--- src/sv/sorted_merge_buffer_assert.svh ---
// Assertion macros for the merge buffer.
`ifndef SORTED_MERGE_BUFFER_ASSERT_SVH
`define SORTED_MERGE_BUFFER_ASSERT_SVH

// Same-cycle implication, clocked on clk, off during reset.
`define SMB_ASSERT_NOW(label, ante, cons, msg) \
    label: assert property (@(posedge clk) disable iff (!rst_n) (ante) |-> (cons)) \
        else $error(msg);

// Next-cycle implication, clocked on clk, off during reset.
`define SMB_ASSERT_NEXT(label, ante, cons, msg) \
    label: assert property (@(posedge clk) disable iff (!rst_n) (ante) |=> (cons)) \
        else $error(msg);

`endif

--- src/sv/smb_pkg.sv ---
`default_nettype none

package smb_pkg;

    localparam int SMB_DEPTH_DEFAULT = 16;

    localparam logic KIND_INSERT = 1'b0;
    localparam logic KIND_POP    = 1'b1;

    typedef enum logic [1:0] {
        STS_OK    = 2'd0,
        STS_EMPTY = 2'd1,
        STS_FULL  = 2'd2
    } status_t;

    // one held record; seq in the low bits, matches the stream packing
    typedef struct packed {
        logic [3:0]  src;
        logic [31:0] pos;
        logic [31:0] seq;
    } rec_t;

    // one result item
    typedef struct packed {
        status_t    status;
        rec_t       rec;
        logic [4:0] occ;
    } res_t;

    // key of a strictly greater than key of b, lexicographic, signed
    function automatic logic key_greater(input rec_t a, input rec_t b);
        if (a.seq != b.seq)
        begin
            return $signed(a.seq) > $signed(b.seq);
        end
        return $signed(a.pos) > $signed(b.pos);
    endfunction

endpackage

`default_nettype wire

--- src/sv/smb_mem.sv ---
`default_nettype none

module smb_mem
    import smb_pkg::*;
#(
    parameter int DEPTH = SMB_DEPTH_DEFAULT,
    parameter int AW    = $clog2(DEPTH)
)
(
    input  wire logic          clk,
    input  wire logic          we,
    input  wire logic [AW-1:0] waddr,
    input  wire rec_t          wdata,
    input  wire logic          re,
    input  wire logic [AW-1:0] raddr,
    output rec_t               rdata
);

    rec_t mem [DEPTH];

    always_ff @(posedge clk)
    begin
        if (we)
        begin
            mem[waddr] <= wdata;
        end
    end

    always_ff @(posedge clk)
    begin
        if (re)
        begin
            rdata <= mem[raddr];
        end
    end

endmodule

`default_nettype wire

--- src/sv/smb_walk.sv ---
`default_nettype none

module smb_walk
    import smb_pkg::*;
#(
    parameter int DEPTH = SMB_DEPTH_DEFAULT,
    parameter int AW    = $clog2(DEPTH),
    parameter int CW    = $clog2(DEPTH + 1)
)
(
    input  wire logic          clk,
    input  wire logic          rst_n,
    // item in
    input  wire logic          in_valid,
    output logic               in_ready,
    input  wire logic          in_kind,
    input  wire rec_t          in_rec,
    // result out
    output logic               res_valid,
    input  wire logic          res_ready,
    output res_t               res,
    // memory port
    output logic               mem_we,
    output logic [AW-1:0]      mem_waddr,
    output rec_t               mem_wdata,
    output logic               mem_re,
    output logic [AW-1:0]      mem_raddr,
    input  wire rec_t          mem_rdata
);

    localparam int SW = AW + 1;

    typedef enum logic [4:0] {
        S_IDLE   = 5'b00001,
        S_WALK   = 5'b00010,
        S_PLACE  = 5'b00100,
        S_POPRD  = 5'b01000,
        S_RESULT = 5'b10000
    } state_t;

    state_t          state_reg, state_next;
    logic [AW-1:0]   head_reg, head_next;
    logic [CW-1:0]   count_reg, count_next;
    logic [CW-1:0]   hole_reg, hole_next;
    rec_t            new_reg, new_next;
    res_t            res_reg, res_next;

    // logical slot -> physical address in the ring
    function automatic logic [AW-1:0] phys(input logic [AW-1:0] hd, input logic [CW-1:0] h);
        logic [SW-1:0] sum;
        sum = SW'(hd) + SW'(h);
        if (sum >= SW'(DEPTH))
        begin
            sum = sum - SW'(DEPTH);
        end
        return sum[AW-1:0];
    endfunction

    assign in_ready  = (state_reg == S_IDLE);
    assign res_valid = (state_reg == S_RESULT);
    assign res       = res_reg;

    always_comb
    begin
        state_next = state_reg;
        head_next  = head_reg;
        count_next = count_reg;
        hole_next  = hole_reg;
        new_next   = new_reg;
        res_next   = res_reg;
        mem_we     = 1'b0;
        mem_waddr  = phys(head_reg, hole_reg);
        mem_wdata  = new_reg;
        mem_re     = 1'b0;
        mem_raddr  = head_reg;

        unique case (state_reg)
            S_IDLE:
            begin
                if (in_valid)
                begin
                    new_next = in_rec;
                    hole_next = count_reg;
                    res_next = '{status: STS_OK, rec: '0, occ: 5'(count_reg)};
                    if (in_kind == KIND_POP)
                    begin
                        if (count_reg == '0)
                        begin
                            res_next.status = STS_EMPTY;
                            state_next = S_RESULT;
                        end
                        else
                        begin
                            mem_re = 1'b1;
                            mem_raddr = head_reg;
                            state_next = S_POPRD;
                        end
                    end
                    else if (count_reg == CW'(DEPTH))
                    begin
                        res_next.status = STS_FULL;
                        state_next = S_RESULT;
                    end
                    else if (count_reg == '0)
                    begin
                        state_next = S_PLACE;
                    end
                    else
                    begin
                        mem_re = 1'b1;
                        mem_raddr = phys(head_reg, count_reg - CW'(1));
                        state_next = S_WALK;
                    end
                end
            end
            S_WALK:
            begin
                // read data holds the entry just below the hole
                mem_we = 1'b1;
                if (key_greater(mem_rdata, new_reg))
                begin
                    mem_wdata = mem_rdata;
                    hole_next = hole_reg - CW'(1);
                    if (hole_reg == CW'(1))
                    begin
                        state_next = S_PLACE;
                    end
                    else
                    begin
                        mem_re = 1'b1;
                        mem_raddr = phys(head_reg, hole_reg - CW'(2));
                    end
                end
                else
                begin
                    count_next = count_reg + CW'(1);
                    res_next.occ = 5'(count_reg + CW'(1));
                    state_next = S_RESULT;
                end
            end
            S_PLACE:
            begin
                mem_we = 1'b1;
                count_next = count_reg + CW'(1);
                res_next.occ = 5'(count_reg + CW'(1));
                state_next = S_RESULT;
            end
            S_POPRD:
            begin
                res_next.rec = mem_rdata;
                res_next.occ = 5'(count_reg - CW'(1));
                count_next = count_reg - CW'(1);
                head_next = (head_reg == AW'(DEPTH - 1)) ? '0 : head_reg + AW'(1);
                state_next = S_RESULT;
            end
            S_RESULT:
            begin
                if (res_ready)
                begin
                    state_next = S_IDLE;
                end
            end
            default:
            begin
                state_next = S_IDLE;
            end
        endcase
    end

    always_ff @(posedge clk or negedge rst_n)
    begin
        if (!rst_n)
        begin
            state_reg <= S_IDLE;
            head_reg  <= '0;
            count_reg <= '0;
        end
        else
        begin
            state_reg <= state_next;
            head_reg  <= head_next;
            count_reg <= count_next;
        end
    end

    always_ff @(posedge clk)
    begin
        hole_reg <= hole_next;
        new_reg  <= new_next;
        res_reg  <= res_next;
    end

endmodule

`default_nettype wire

--- src/sv/sorted_merge_buffer.sv ---
// Sorted merge buffer: keeps up to DEPTH records ordered by (seq_index, position),
// signed, equal keys in arrival order, to drive a k-way merge of sorted streams.
// Input channel s_*: s_tuser is the kind (0 insert, 1 pop the smallest record).
// Output channel m_*: one transfer per input transfer; m_tuser is the status
// (0 ok, 1 pop on empty, 2 insert into full), m_tdata the popped record and the
// occupancy after the item. Failed items leave the contents untouched.
// Records sit in a ring inside one RAM with registered read data. A pop reads
// the head. An insert walks from the tail toward the head, one entry per cycle,
// moving each larger record up one slot. A rejected item goes straight to
// the result. One item is in the walker at a time; s_tready is high only while
// it is idle, so no new item is taken until the result has left the walker.
// The output register holds a finished result while m_tready is low; the
// walker then waits with its own result and takes no new item.
// Reset (rst_n low, asynchronous) empties the buffer; no clearing pass runs.
`default_nettype none

`include "sorted_merge_buffer_assert.svh"

module sorted_merge_buffer
    import smb_pkg::*;
#(
    parameter int DEPTH = SMB_DEPTH_DEFAULT
)
(
    input  wire logic        clk,
    input  wire logic        rst_n,
    input  wire logic        s_tvalid,
    output logic             s_tready,
    input  wire logic [71:0] s_tdata,  // seq_index[31:0], position[63:32], source[67:64]
    input  wire logic [0:0]  s_tuser,  // kind[0]
    output logic             m_tvalid,
    input  wire logic        m_tready,
    output logic [79:0]      m_tdata,  // out_seq_index[31:0], out_position[63:32],
                                       // out_source[67:64], occupancy[72:68]
    output logic [1:0]       m_tuser   // status[1:0]
);

    localparam int AW = $clog2(DEPTH);
    localparam int CW = $clog2(DEPTH + 1);

    logic          mem_we;
    logic [AW-1:0] mem_waddr;
    rec_t          mem_wdata;
    logic          mem_re;
    logic [AW-1:0] mem_raddr;
    rec_t          mem_rdata;

    logic          res_valid;
    logic          res_ready;
    res_t          res;

    logic          m_tvalid_reg;
    res_t          out_reg;

    smb_mem #(
        .DEPTH (DEPTH),
        .AW    (AW)
    ) u_mem (
        .clk   (clk),
        .we    (mem_we),
        .waddr (mem_waddr),
        .wdata (mem_wdata),
        .re    (mem_re),
        .raddr (mem_raddr),
        .rdata (mem_rdata)
    );

    smb_walk #(
        .DEPTH (DEPTH),
        .AW    (AW),
        .CW    (CW)
    ) u_walk (
        .clk       (clk),
        .rst_n     (rst_n),
        .in_valid  (s_tvalid),
        .in_ready  (s_tready),
        .in_kind   (s_tuser[0]),
        .in_rec    (rec_t'(s_tdata[67:0])),
        .res_valid (res_valid),
        .res_ready (res_ready),
        .res       (res),
        .mem_we    (mem_we),
        .mem_waddr (mem_waddr),
        .mem_wdata (mem_wdata),
        .mem_re    (mem_re),
        .mem_raddr (mem_raddr),
        .mem_rdata (mem_rdata)
    );

    // output register: loads when empty or draining this cycle
    assign res_ready = !m_tvalid_reg || m_tready;

    always_ff @(posedge clk or negedge rst_n)
    begin
        if (!rst_n)
        begin
            m_tvalid_reg <= 1'b0;
        end
        else if (res_ready)
        begin
            m_tvalid_reg <= res_valid;
        end
    end

    always_ff @(posedge clk)
    begin
        if (res_ready && res_valid)
        begin
            out_reg <= res;
        end
    end

    assign m_tvalid = m_tvalid_reg;
    assign m_tuser  = out_reg.status;
    assign m_tdata  = {7'b0, out_reg.occ, out_reg.rec.src, out_reg.rec.pos, out_reg.rec.seq};

    // an accepted item always keeps the walker busy the next cycle
    `SMB_ASSERT_NEXT(a_busy_after_accept, s_tvalid && s_tready, !s_tready, "walker took an item while busy")
    // a stalled result from the walker holds steady
    `SMB_ASSERT_NEXT(a_res_hold, res_valid && !res_ready, res_valid && $stable(res), "walker result changed under stall")
    // a failed pop reports an empty buffer
    `SMB_ASSERT_NOW(a_empty_occ, m_tvalid && m_tuser == STS_EMPTY, m_tdata[72:68] == 5'd0, "empty status with records held")
    // a failed insert reports a full buffer
    `SMB_ASSERT_NOW(a_full_occ, m_tvalid && m_tuser == STS_FULL, m_tdata[72:68] == 5'(DEPTH), "full status below depth")

endmodule

`default_nettype wire
--- config.mk ---
export PLATFORM = sky130hd
export DESIGN_NAME = sorted_merge_buffer
export DESIGN_NICKNAME = d
export VERILOG_FILES = /design/src/sv/smb_pkg.sv /design/src/sv/smb_mem.sv /design/src/sv/smb_walk.sv /design/src/sv/sorted_merge_buffer.sv
export VERILOG_INCLUDE_DIRS = /design/src /design/src/sv
export SDC_FILE = /design/constraint.sdc
export NUM_CORES = 1
export LEC_CHECK = 0
export ABC_AREA = 1
export CAP_MARGIN = 15
export CORE_ASPECT_RATIO = 2
export CORE_MARGIN = 3
export CORE_UTILIZATION = 50
export DETAILED_ROUTE_END_ITERATION = 10
export DONT_BUFFER_PORTS = 1
export PLACE_DENSITY_LB_ADDON = 0.05
export SYNTH_ARGS = -nofsm -noshare
export SYNTH_HDL_FRONTEND = slang
export SYNTH_SLANG_ARGS = --single-unit
--- constraint.sdc ---
create_clock -name clk -period 10.1 [get_ports clk]
set_clock_uncertainty 0.1 [all_clocks]
set_input_delay 1.515 -clock clk [delete_from_list [all_inputs] [get_ports clk]]
set_output_delay 1.515 -clock clk [all_outputs]
set_load 0.05 [all_outputs]
After elaboration in Yosys (flattened, before gate mapping)
Memory sizes are Yosys's and may differ from the RTL's. A register that Yosys moved wholly into a read port is not among the register bits. Cells that the tools add are included.

Output and inout port bits: 84. Register bits: 238. Bits in writable memories: 1088. Logic and storage cells: 113. Input port bits: 77. Memories: 1.

$add $sub $neg: 11. Multiplexer cells: 48. Reduce and logical (&&, ||, !) cells: 16. Order comparisons: 5. Eq/ne operators: 14.

Memory list: u_mem.mem (depth 16, width 68, rd ports 1, clocked after Yosys merged registers in 1, wr ports 1, line smb_mem.sv:19) `rec_t mem [DEPTH];`.

Operator list (count): 68-bit two-way mux (2); 68-bit one-hot mux with 2 select lines (1); 73-bit two-way mux (1); 32-bit > comparator (2); 5-bit two-way mux (10); 4-bit two-way mux (10); 5-bit one-hot mux with 4 select lines (2); 32-bit != test (1); 4-bit by 5-bit adder with 5-bit output (3); 5-bit >= comparator (second input constant) (3); 1-bit two-way mux (15); 5-bit one-hot mux with 3 select lines (1); 4-bit by 1-bit subtractor with 4-bit output (second input constant) (3); 5-bit by 1-bit equality test with 1-bit output (second input constant) (2); 5-bit equality test (second input constant) (2); 5-bit one-hot mux with 2 select lines (1); 5-bit by 1-bit subtractor with 5-bit output (second input constant) (2); 3-bit AND reduction (3); 4-bit one-hot mux with 2 select lines (1); 2-bit AND reduction (3); 5-bit by 1-bit adder with 5-bit output (second input constant) (1); 5-bit by 2-bit equality test with 1-bit output (second input constant) (1); 5-bit by 3-bit equality test with 1-bit output (second input constant) (1); 5-bit by 4-bit equality test with 1-bit output (second input constant) (1); other kinds (17) (22).

Depth between registers and ports, before layout
Gate-level depths: netlist of the first run.

Depth after elaboration: 9. Depth in mapped cells: 29.

Modules after synthesis
From an unflattened synthesis of the first run, not the netlist that was laid out.

Cell total of the unflattened synthesis: 5511. Area total of the unflattened synthesis: 59941.2 µm².

Modules (own cells, without submodules): smb_mem (instances 1, area each 48511.5 µm², cells each 4472, sequential area each 34713.3 µm²); smb_walk (instances 1, area each 9076.2 µm², cells each 950, sequential area each 4795.8 µm²); sorted_merge_buffer (instances 1, area each 2353.5 µm², cells each 89, sequential area each 2277.2 µm²).

Worst setup path after synthesis of the first run
No wires, ideal clock.

Path type: reg-to-reg. Start point: reg u_walk.state_reg[0]. End point: reg u_mem.rdata[0] (netlist name). Setup slack: 2.852 ns. Data required time: 9.560 ns. Stages on the path, launching flop included: 8. Clock period less this slack: 7.248 ns. Arrival: 6.708 ns. Cell sequence: dfstp_2 inv_1 nor4_4 inv_1 nor2_1 inv_1 nor3_1 nand3b_1.

Longest elaborated chain between the ends: 2. Elaborated cells on any way between the ends: 4. Classes of those cells: 2 x eq/ne; 2 x mux.

RTL lines: start, declared (line smb_walk.sv:41) `state_t state_reg, state_next;`; start signal, assigned (line smb_walk.sv:180) `state_reg <= state_next;`; 5-bit by 1-bit equality test with 1-bit output; named net s_tready (line sorted_merge_buffer.sv:28) `output logic s_tready,`; 1-bit one-hot mux with 2 select lines (line smb_walk.sv:77) `unique case (state_reg)`; named net mem_re (line sorted_merge_buffer.sv:44) `logic mem_re;`.

The timed path passes the listed nets, and every way through them passes these cells. A chain may end at the register's enable or synchronous reset.

Worst setup path after layout of the first run
Start point: reg u_mem.rdata[6] (netlist name). End point: reg u_mem.rdata[36] (netlist name).

Longest elaborated chain between the ends: 7. Elaborated cells on any way between the ends: 11. Classes of those cells: 1 x order compare; 1 x eq/ne; 9 x mux.

RTL lines: parallel branches: the longest is 3 deep, another holds 32-bit > comparator; 1-bit two-way mux * (line smb_pkg.sv:36) `return $signed(a.pos) > $signed(b.pos);`; 1-bit two-way mux * (line smb_walk.sv:77); 4-bit two-way mux / 1-bit two-way mux (equally long branches) (line smb_walk.sv:120) `if (key_greater(mem_rdata, new_reg))`; 4-bit one-hot mux with 2 select lines / 1-bit one-hot mux with 2 select lines (equally long branches) (line smb_walk.sv:77).

Mark *: on every way between the ends. The select of a mux whose other input is x is not followed.

==> flow_metrics.env, run 1 <==
export IMPL_status="finished, final reports clean"
export IMPL_drt_first_pass_iters=6
export IMPL_cp_cell_sequence="ha_1 > nand2_1 > nor2_1 > nand4_1 > nor2_1 > nand2_1 > nand3_1 > nand4_4 > nand3_4 > buf_4 > buf_4 > nand3_1 > nand3_1 > nand3_1 > nand2_1 > nand2_1 > nand2_1"
export IMPL_cts_root_buf="clkbuf_16"
export IMPL_crit_path_max_incr_delay_ns=1.15
export IMPL_clkSinkCount=1394
export IMPL_grt_overflow=0
export IMPL_via_per_inst=5.88
export IMPL_hold_path_depth=0
export IMPL_multi_input_area_um2=13900
export IMPL_rsz0062_at_grt="no"
export IMPL_worstSetupPathType="flip-flop to flip-flop"
export IMPL_gp_congestion=0.837
export IMPL_crit_path_end_kind="flip-flop"
export IMPL_crit_top_cell="nand2_1"
export IMPL_cts_tree="yes"
export IMPL_avgSynthCellArea_um2=12.1
export IMPL_cts_setup_buffers=0
export IMPL_worstReg2RegStart="u_mem.rdata[6]$_DFFE_PP_"
export IMPL_r2r_cells=17
export IMPL_clockBufferDepth=3
export IMPL_crit_start="u_mem.rdata[6]$_DFFE_PP_"
export IMPL_fillers=9545
export IMPL_largest_reg_flops=1088
export IMPL_post_cts_resized=0
export IMPL_wire_per_inst_um=25.0
export IMPL_area_growth_pct=10.0
export IMPL_required_ns=10.60
export IMPL_yosysUniqueCellTypes=46
export IMPL_layout_drive_gt1_share=0.0738
export IMPL_clk_pin_slew_ns=0.06
export IMPL_ctsHoldBuffers=0
export IMPL_io_pin_count=161
export IMPL_initial_core_util=0.505
export IMPL_cp_arrival_ns=7.94
export IMPL_tightest_slew_ns=1.19
export IMPL_antenna_found_initial=3
export IMPL_grt_usage=0.263
export IMPL_yosysSeqAreaShare=0.723
export IMPL_drv_cap=0
export IMPL_ys_seq_elements=1394
export IMPL_cts_buffers=121
export IMPL_hold_violations=0
export IMPL_num_vias=37084
export IMPL_layout_commonest_cell="nand3_1"
export IMPL_finalCritPeriodShare=0.736
export IMPL_drv_slew=0
export IMPL_insertion_delay_ns=0.75
export IMPL_ant_nets=0
export IMPL_worstHoldStart="u_walk.res[36]$_SDFFCE_PN0P_"
export IMPL_post_dp_hpwl_um=76300
export IMPL_final_util=0.556
export IMPL_hp_class="flip-flop to flip-flop"
export IMPL_row_count=175
export IMPL_fin_crit_ns=7.44
export IMPL_p_leak_uw=0.0231
export IMPL_ys_warn_count=0
export IMPL_io_buffers=0
export IMPL_core_area_um2=114000
export IMPL_setup_viol=0
export IMPL_grt_start_max_net_pins=187
export IMPL_ir_drop_uv=638
export IMPL_synth_cells=4758
export IMPL_grt_pass1_vias=36755
export IMPL_slowest_stage="nand3_4"
export IMPL_power_density_nw_per_um2=364
export IMPL_layout_area_seq_um2=41800
export IMPL_layout_common_cells="nand3_1, edfxtp_1, nand2_1"
export IMPL_syn_cell_area_um2=57800
export IMPL_drtIter0Drc=3229
export IMPL_htree_levels=3
export IMPL_fin_nets=4856
export IMPL_holdWs_ns=0.316
export IMPL_dieWidth_um=246
export IMPL_slew_headroom=0.204
export IMPL_drc_errors=0
export IMPL_fin_tns_setup_ns=0
export IMPL_grt_pass1_wl_um=233000
export IMPL_crit_fanout=83
export IMPL_die_h_um=487
export IMPL_wl_um=158000
export IMPL_start_kind="flip-flop"
export IMPL_fmax_ghz=0.134
export IMPL_die_area_um2=120000
## Yosys cell counts (all sizes together)
| cell type | count | share of area |
|---|---|---|
| o221ai | 3 | 0.00045 |
| a31oi | 1 | 0.00011 |
| nand4 | 8 | 0.00097 |
| or2 | 2 | 0.00022 |
| inv | 198 | 0.013 |
| buf | 210 | 0.020 |
| dfrtp | 14 | 0.0061 |
| clkbuf | 110 | 0.0071 |
| nand2 | 994 | 0.065 |
| xor2 | 14 | 0.0021 |
| nand3b | 3 | 0.00039 |
| o21ai | 100 | 0.0087 |
| edfxtp | 1379 | 0.72 |
| fa | 3 | 0.0010 |
| conb | 1 | 0.000065 |
| nor2 | 123 | 0.0082 |
| nor4 | 4 | 0.00069 |
| o31ai | 1 | 0.00013 |
| o21bai | 1 | 0.00013 |
| a21oi | 37 | 0.0032 |
| ha | 78 | 0.017 |
| dfstp | 1 | 0.00045 |
| nand3 | 1451 | 0.13 |
| o22ai | 1 | 0.00011 |
| xnor2 | 3 | 0.00045 |
| o311ai | 1 | 0.00015 |
| o211ai | 2 | 0.00026 |
| a211oi | 1 | 0.00013 |
| and3 | 1 | 0.00011 |
| nor3 | 6 | 0.00069 |
| o21a | 4 | 0.00052 |
| a21o | 3 | 0.00039 |
## layout make-up
class	instances	share of cell area
sequential	1394	0.657
clock buffer	138	0.0490
clock inverter	85	0.0160
tap	1504	0.0296
inverter	198	0.0117
timing repair buffer	131	0.0174
antenna	3	0.000118
multi-input combinational	2852	0.219
## kinds of logic after synthesis
group / count (synthesis) / share of synthesized area
simple gates: 2592 / 0.202
flops: 1394 / 0.723
buf+inv: 518 / 0.0399
compound gates: 155 / 0.0143
fa+ha+maj: 81 / 0.0179
xor+xnor: 17 / 0.00258
other cells: 1 / 0.0000649
## metal layers
metal	vias to the layer above	routed length, µm	global-route usage
met4	2	5950	0.103
met5	-	13	0
met2	1233	84000	0.480
met3	306	8770	0.0321
li1	16899	-	-
met1	18644	59200	0.316
## worst paths after layout
path / slack, ns / end
max: 2.66 / u_mem.rdata[36]$_DFFE_PP_
max in group asynchronous: 9.38 / u_walk.state_reg[0]$_DFFE_PN1P_
min: 0.32 / m_tdata[31]$_DFFE_PP_
min reg2reg: 0.32 / m_tdata[31]$_DFFE_PP_
min in group asynchronous: 0.35 / u_walk.count_reg[1]$_DFFE_PN0P_
max reg2reg: 2.66 / u_mem.rdata[36]$_DFFE_PP_
## per-stage QoR
step	setup slack (ns)	instances	total power, µW	area [µm²]
detailed placement	2.70	6079	18400	59400
finish	2.66	6305	23200	63600
global placement	2.74	6079	18300	59400
global route	2.44	6303	24700	63600
floorplan	2.85	4764	15400	57800
CTS	2.66	6302	23300	63600
## worst max-delay path, delay by kind of cell, from the launching register on
kind / cells / cell delay (ns)
flops: 1 / 0.50
buf+inv: 2 / 1.71
fa+ha+maj: 1 / 0.33
simple gates: 14 / 4.59
## power by group
part | leakage, µW | switching, µW | total, µW | internal [µW]
combinational | 0.00837 | 7410 | 10200 | 2780
clock | 0.00201 | 2120 | 4890 | 2770
sequential | 0.0127 | 419 | 8070 | 7650
Power figures use the tool's default switching activity.
==> run 2: changes to the inputs <==
==> constraint.sdc (replaced) <==
create_clock -name clk -period 7.15 [get_ports clk]
set_clock_uncertainty 0.1 [all_clocks]
set_input_delay 1.0725 -clock clk [delete_from_list [all_inputs] [get_ports clk]]
set_output_delay 1.0725 -clock clk [all_outputs]
set_load 0.05 [all_outputs]
==> run 2 against run 1 <==
Power increased by 43%. Critical path depth decreased by 2. Wire length decreased by 0.69%. Die area unchanged. Register-to-register slack got worse by 1.1 ns. Non-clock buffer count increased by 22. Critical path type unchanged. Critical endpoint is now u_mem.rdata[45]$_DFFE_PP_. Utilization increased by 0.39 points. Cell count increased by 0.27%. Via count decreased by 0.12%.
==> flow_metrics.env, run 2 (synthesis results as in run 1) <==
export IMPL_cp_cell_sequence="ha_1 > nand2_1 > nor3_2 > and3_1 > a31oi_1 > nand2_2 > nand4_4 > nand3_4 > buf_12 > nand3_1 > nand3_1 > nand3_1 > nand2_1 > nand2_1 > nand2_1"
export IMPL_fillers=9414
export IMPL_cts_setup_buffers=0
export IMPL_power_density_nw_per_um2=517
export IMPL_io_pin_count=161
export IMPL_start_kind="flip-flop"
export IMPL_grt_pass1_vias=36468
export IMPL_final_util=0.560
export IMPL_status="finished, final reports clean"
export IMPL_drv_cap=0
export IMPL_layout_commonest_cell="nand3_1"
export IMPL_power_total_uw=33100
export IMPL_grt_pass1_wl_um=231000
export IMPL_slowest_stage="nor3_2"
export IMPL_wire_per_inst_um=24.8
export IMPL_htree_levels=3
export IMPL_p_leak_uw=0.0233
export IMPL_initial_core_util=0.505
export IMPL_clkSinkCount=1394
export IMPL_row_count=175
export IMPL_via_per_inst=5.86
export IMPL_crit_fanout=170
export IMPL_fin_nets=4878
export IMPL_grt_overflow=0
export IMPL_cp_buffers_inverters=1
export IMPL_clk_pin_slew_ns=0.07
export IMPL_antenna_found_initial=4
export IMPL_place_inst=6100
export IMPL_grt_start_max_net_pins=171
export IMPL_tightest_slew_ns=1.16
export IMPL_critPathTopFamily="simple AND/OR/NAND/NOR gates"
export IMPL_worstSetupPathType="flip-flop to flip-flop"
export IMPL_die_h_um=487
export IMPL_fin_crit_ns=5.63
export IMPL_crit_top_cell="nand2_1"
export IMPL_drv_slew=0
export IMPL_clockBufferDepth=3
export IMPL_core_area_um2=114000
export IMPL_cp_arrival_ns=6.11
export IMPL_hp_class="input pin to asynchronous set/reset pin"
export IMPL_rsz0062_at_grt="no"
export IMPL_fmax_ghz=0.177
export IMPL_cts_root_buf="clkbuf_16"
export IMPL_cts_tree="yes"
export IMPL_required_ns=7.63
export IMPL_fin_tns_setup_ns=0
export IMPL_post_dp_hpwl_um=77900
export IMPL_hold_violations=0
export IMPL_layout_common_cells="nand3_1, edfxtp_1, nand2_1"
export IMPL_wl_um=157000
export IMPL_grt_usage=0.261
export IMPL_die_area_um2=120000
export IMPL_layout_drive_gt1_share=0.0783
export IMPL_crit_path_max_incr_delay_ns=0.67
export IMPL_drtIter0Drc=3193
export IMPL_largest_reg_flops=1088
export IMPL_drt_first_pass_iters=7
export IMPL_finalCritPeriodShare=0.788
export IMPL_num_vias=37038
export IMPL_setup_viol=0
export IMPL_gp_congestion=0.783
export IMPL_crit_path_end_kind="flip-flop"
export IMPL_area_growth_pct=10.8
export IMPL_drc_errors=0
export IMPL_io_buffers=0
export IMPL_dieWidth_um=246
export IMPL_ir_drop_uv=706
export IMPL_stdcell_count=6322
export IMPL_insertion_delay_ns=0.75
export IMPL_cts_buffers=121
export IMPL_slew_headroom=0.223
export IMPL_ant_nets=0
export IMPL_holdWs_ns=0.0709
run 2: cell count changes in the layout (fill, tap and decap cells not counted), sizes merged:
cell         change
buf             +21
clkbuf           +5
clkinv           -5
diode            -2
inv              -2
bufinv           -1
dlygate4sd3      +1
run 2: power breakdown:
group	switching (µW)	internal (µW)	leakage [µW]	total [µW]
Combinational	10600	4310	0.00858	14900
Sequential	582	10800	0.0127	11400
Clock	2940	3880	0.00199	6820
run 2: per-stage QoR:
stage               setup slack [ns]  cell area, µm²
finish                          1.52           64000
global route                    1.40           64000
CTS                             1.53           64000
detailed placement              1.55           59900
global placement                1.58           59900
floorplan                       1.12           57800
run 2: worst paths after layout:
path	endpoint	cells after the start	slack, ns	start
setup / recovery	u_mem.rdata[45]$_DFFE_PP_	15	1.52	u_mem.rdata[63]$_DFFE_PP_
hold / removal	u_walk.state_reg[0]$_DFFE_PN1P_	0	0.07	rst_n
setup reg to reg	u_mem.rdata[45]$_DFFE_PP_	15	1.52	u_mem.rdata[63]$_DFFE_PP_
hold reg to reg	m_tdata[40]$_DFFE_PP_	0	0.29	u_walk.res[45]$_SDFFCE_PN0P_
max in group asynchronous	u_walk.state_reg[1]$_DFFE_PN0P_	1	5.74	rst_n
min in group clk	m_tdata[40]$_DFFE_PP_	0	0.29	u_walk.res[45]$_SDFFCE_PN0P_
run 2: area by class of cell:
cell class	instances	area, µm²	area share
clock buffers	143	3130	0.0489
inverters	198	744	0.0116
multi-input cells	2852	13900	0.217
flip-flops and latches	1394	41800	0.653
clock inverters	77	945	0.0148
repair buffers	153	1610	0.0252
well taps	1504	1880	0.0294
diodes	1	2.50	0.0000391
run 2: repair_timing:
| action | CTS | global route |
|---|---|---|
| endpoints found under the hold margin | 14 | 0 |
| gates resized for setup | 0 | 0 |
| hold buffers | 1 | 0 |
run 2: layer usage:
layer,share of wire,wire [µm],vias up,track usage
met5,0.000045,7,-,0
met4,0.046,7220,2,0.117
met3,0.054,8490,297,0.0310
met2,0.52,81000,1207,0.460
met1,0.38,60100,18583,0.321
li1,-,-,16949,-
run 2: worst register-to-register path, cell delays in order, from the launching register on:
cell and delay (ns):
edfxtp_1 0.42, ha_1 0.59, nand2_1 0.26, nor3_2 0.67, and3_1 0.37, a31oi_1 0.22, nand2_2 0.28, nand4_4 0.61
nand3_4 0.49, buf_12 0.55, nand3_1 0.36, nand3_1 0.13, nand3_1 0.10, nand2_1 0.10, nand2_1 0.05, nand2_1 0.17
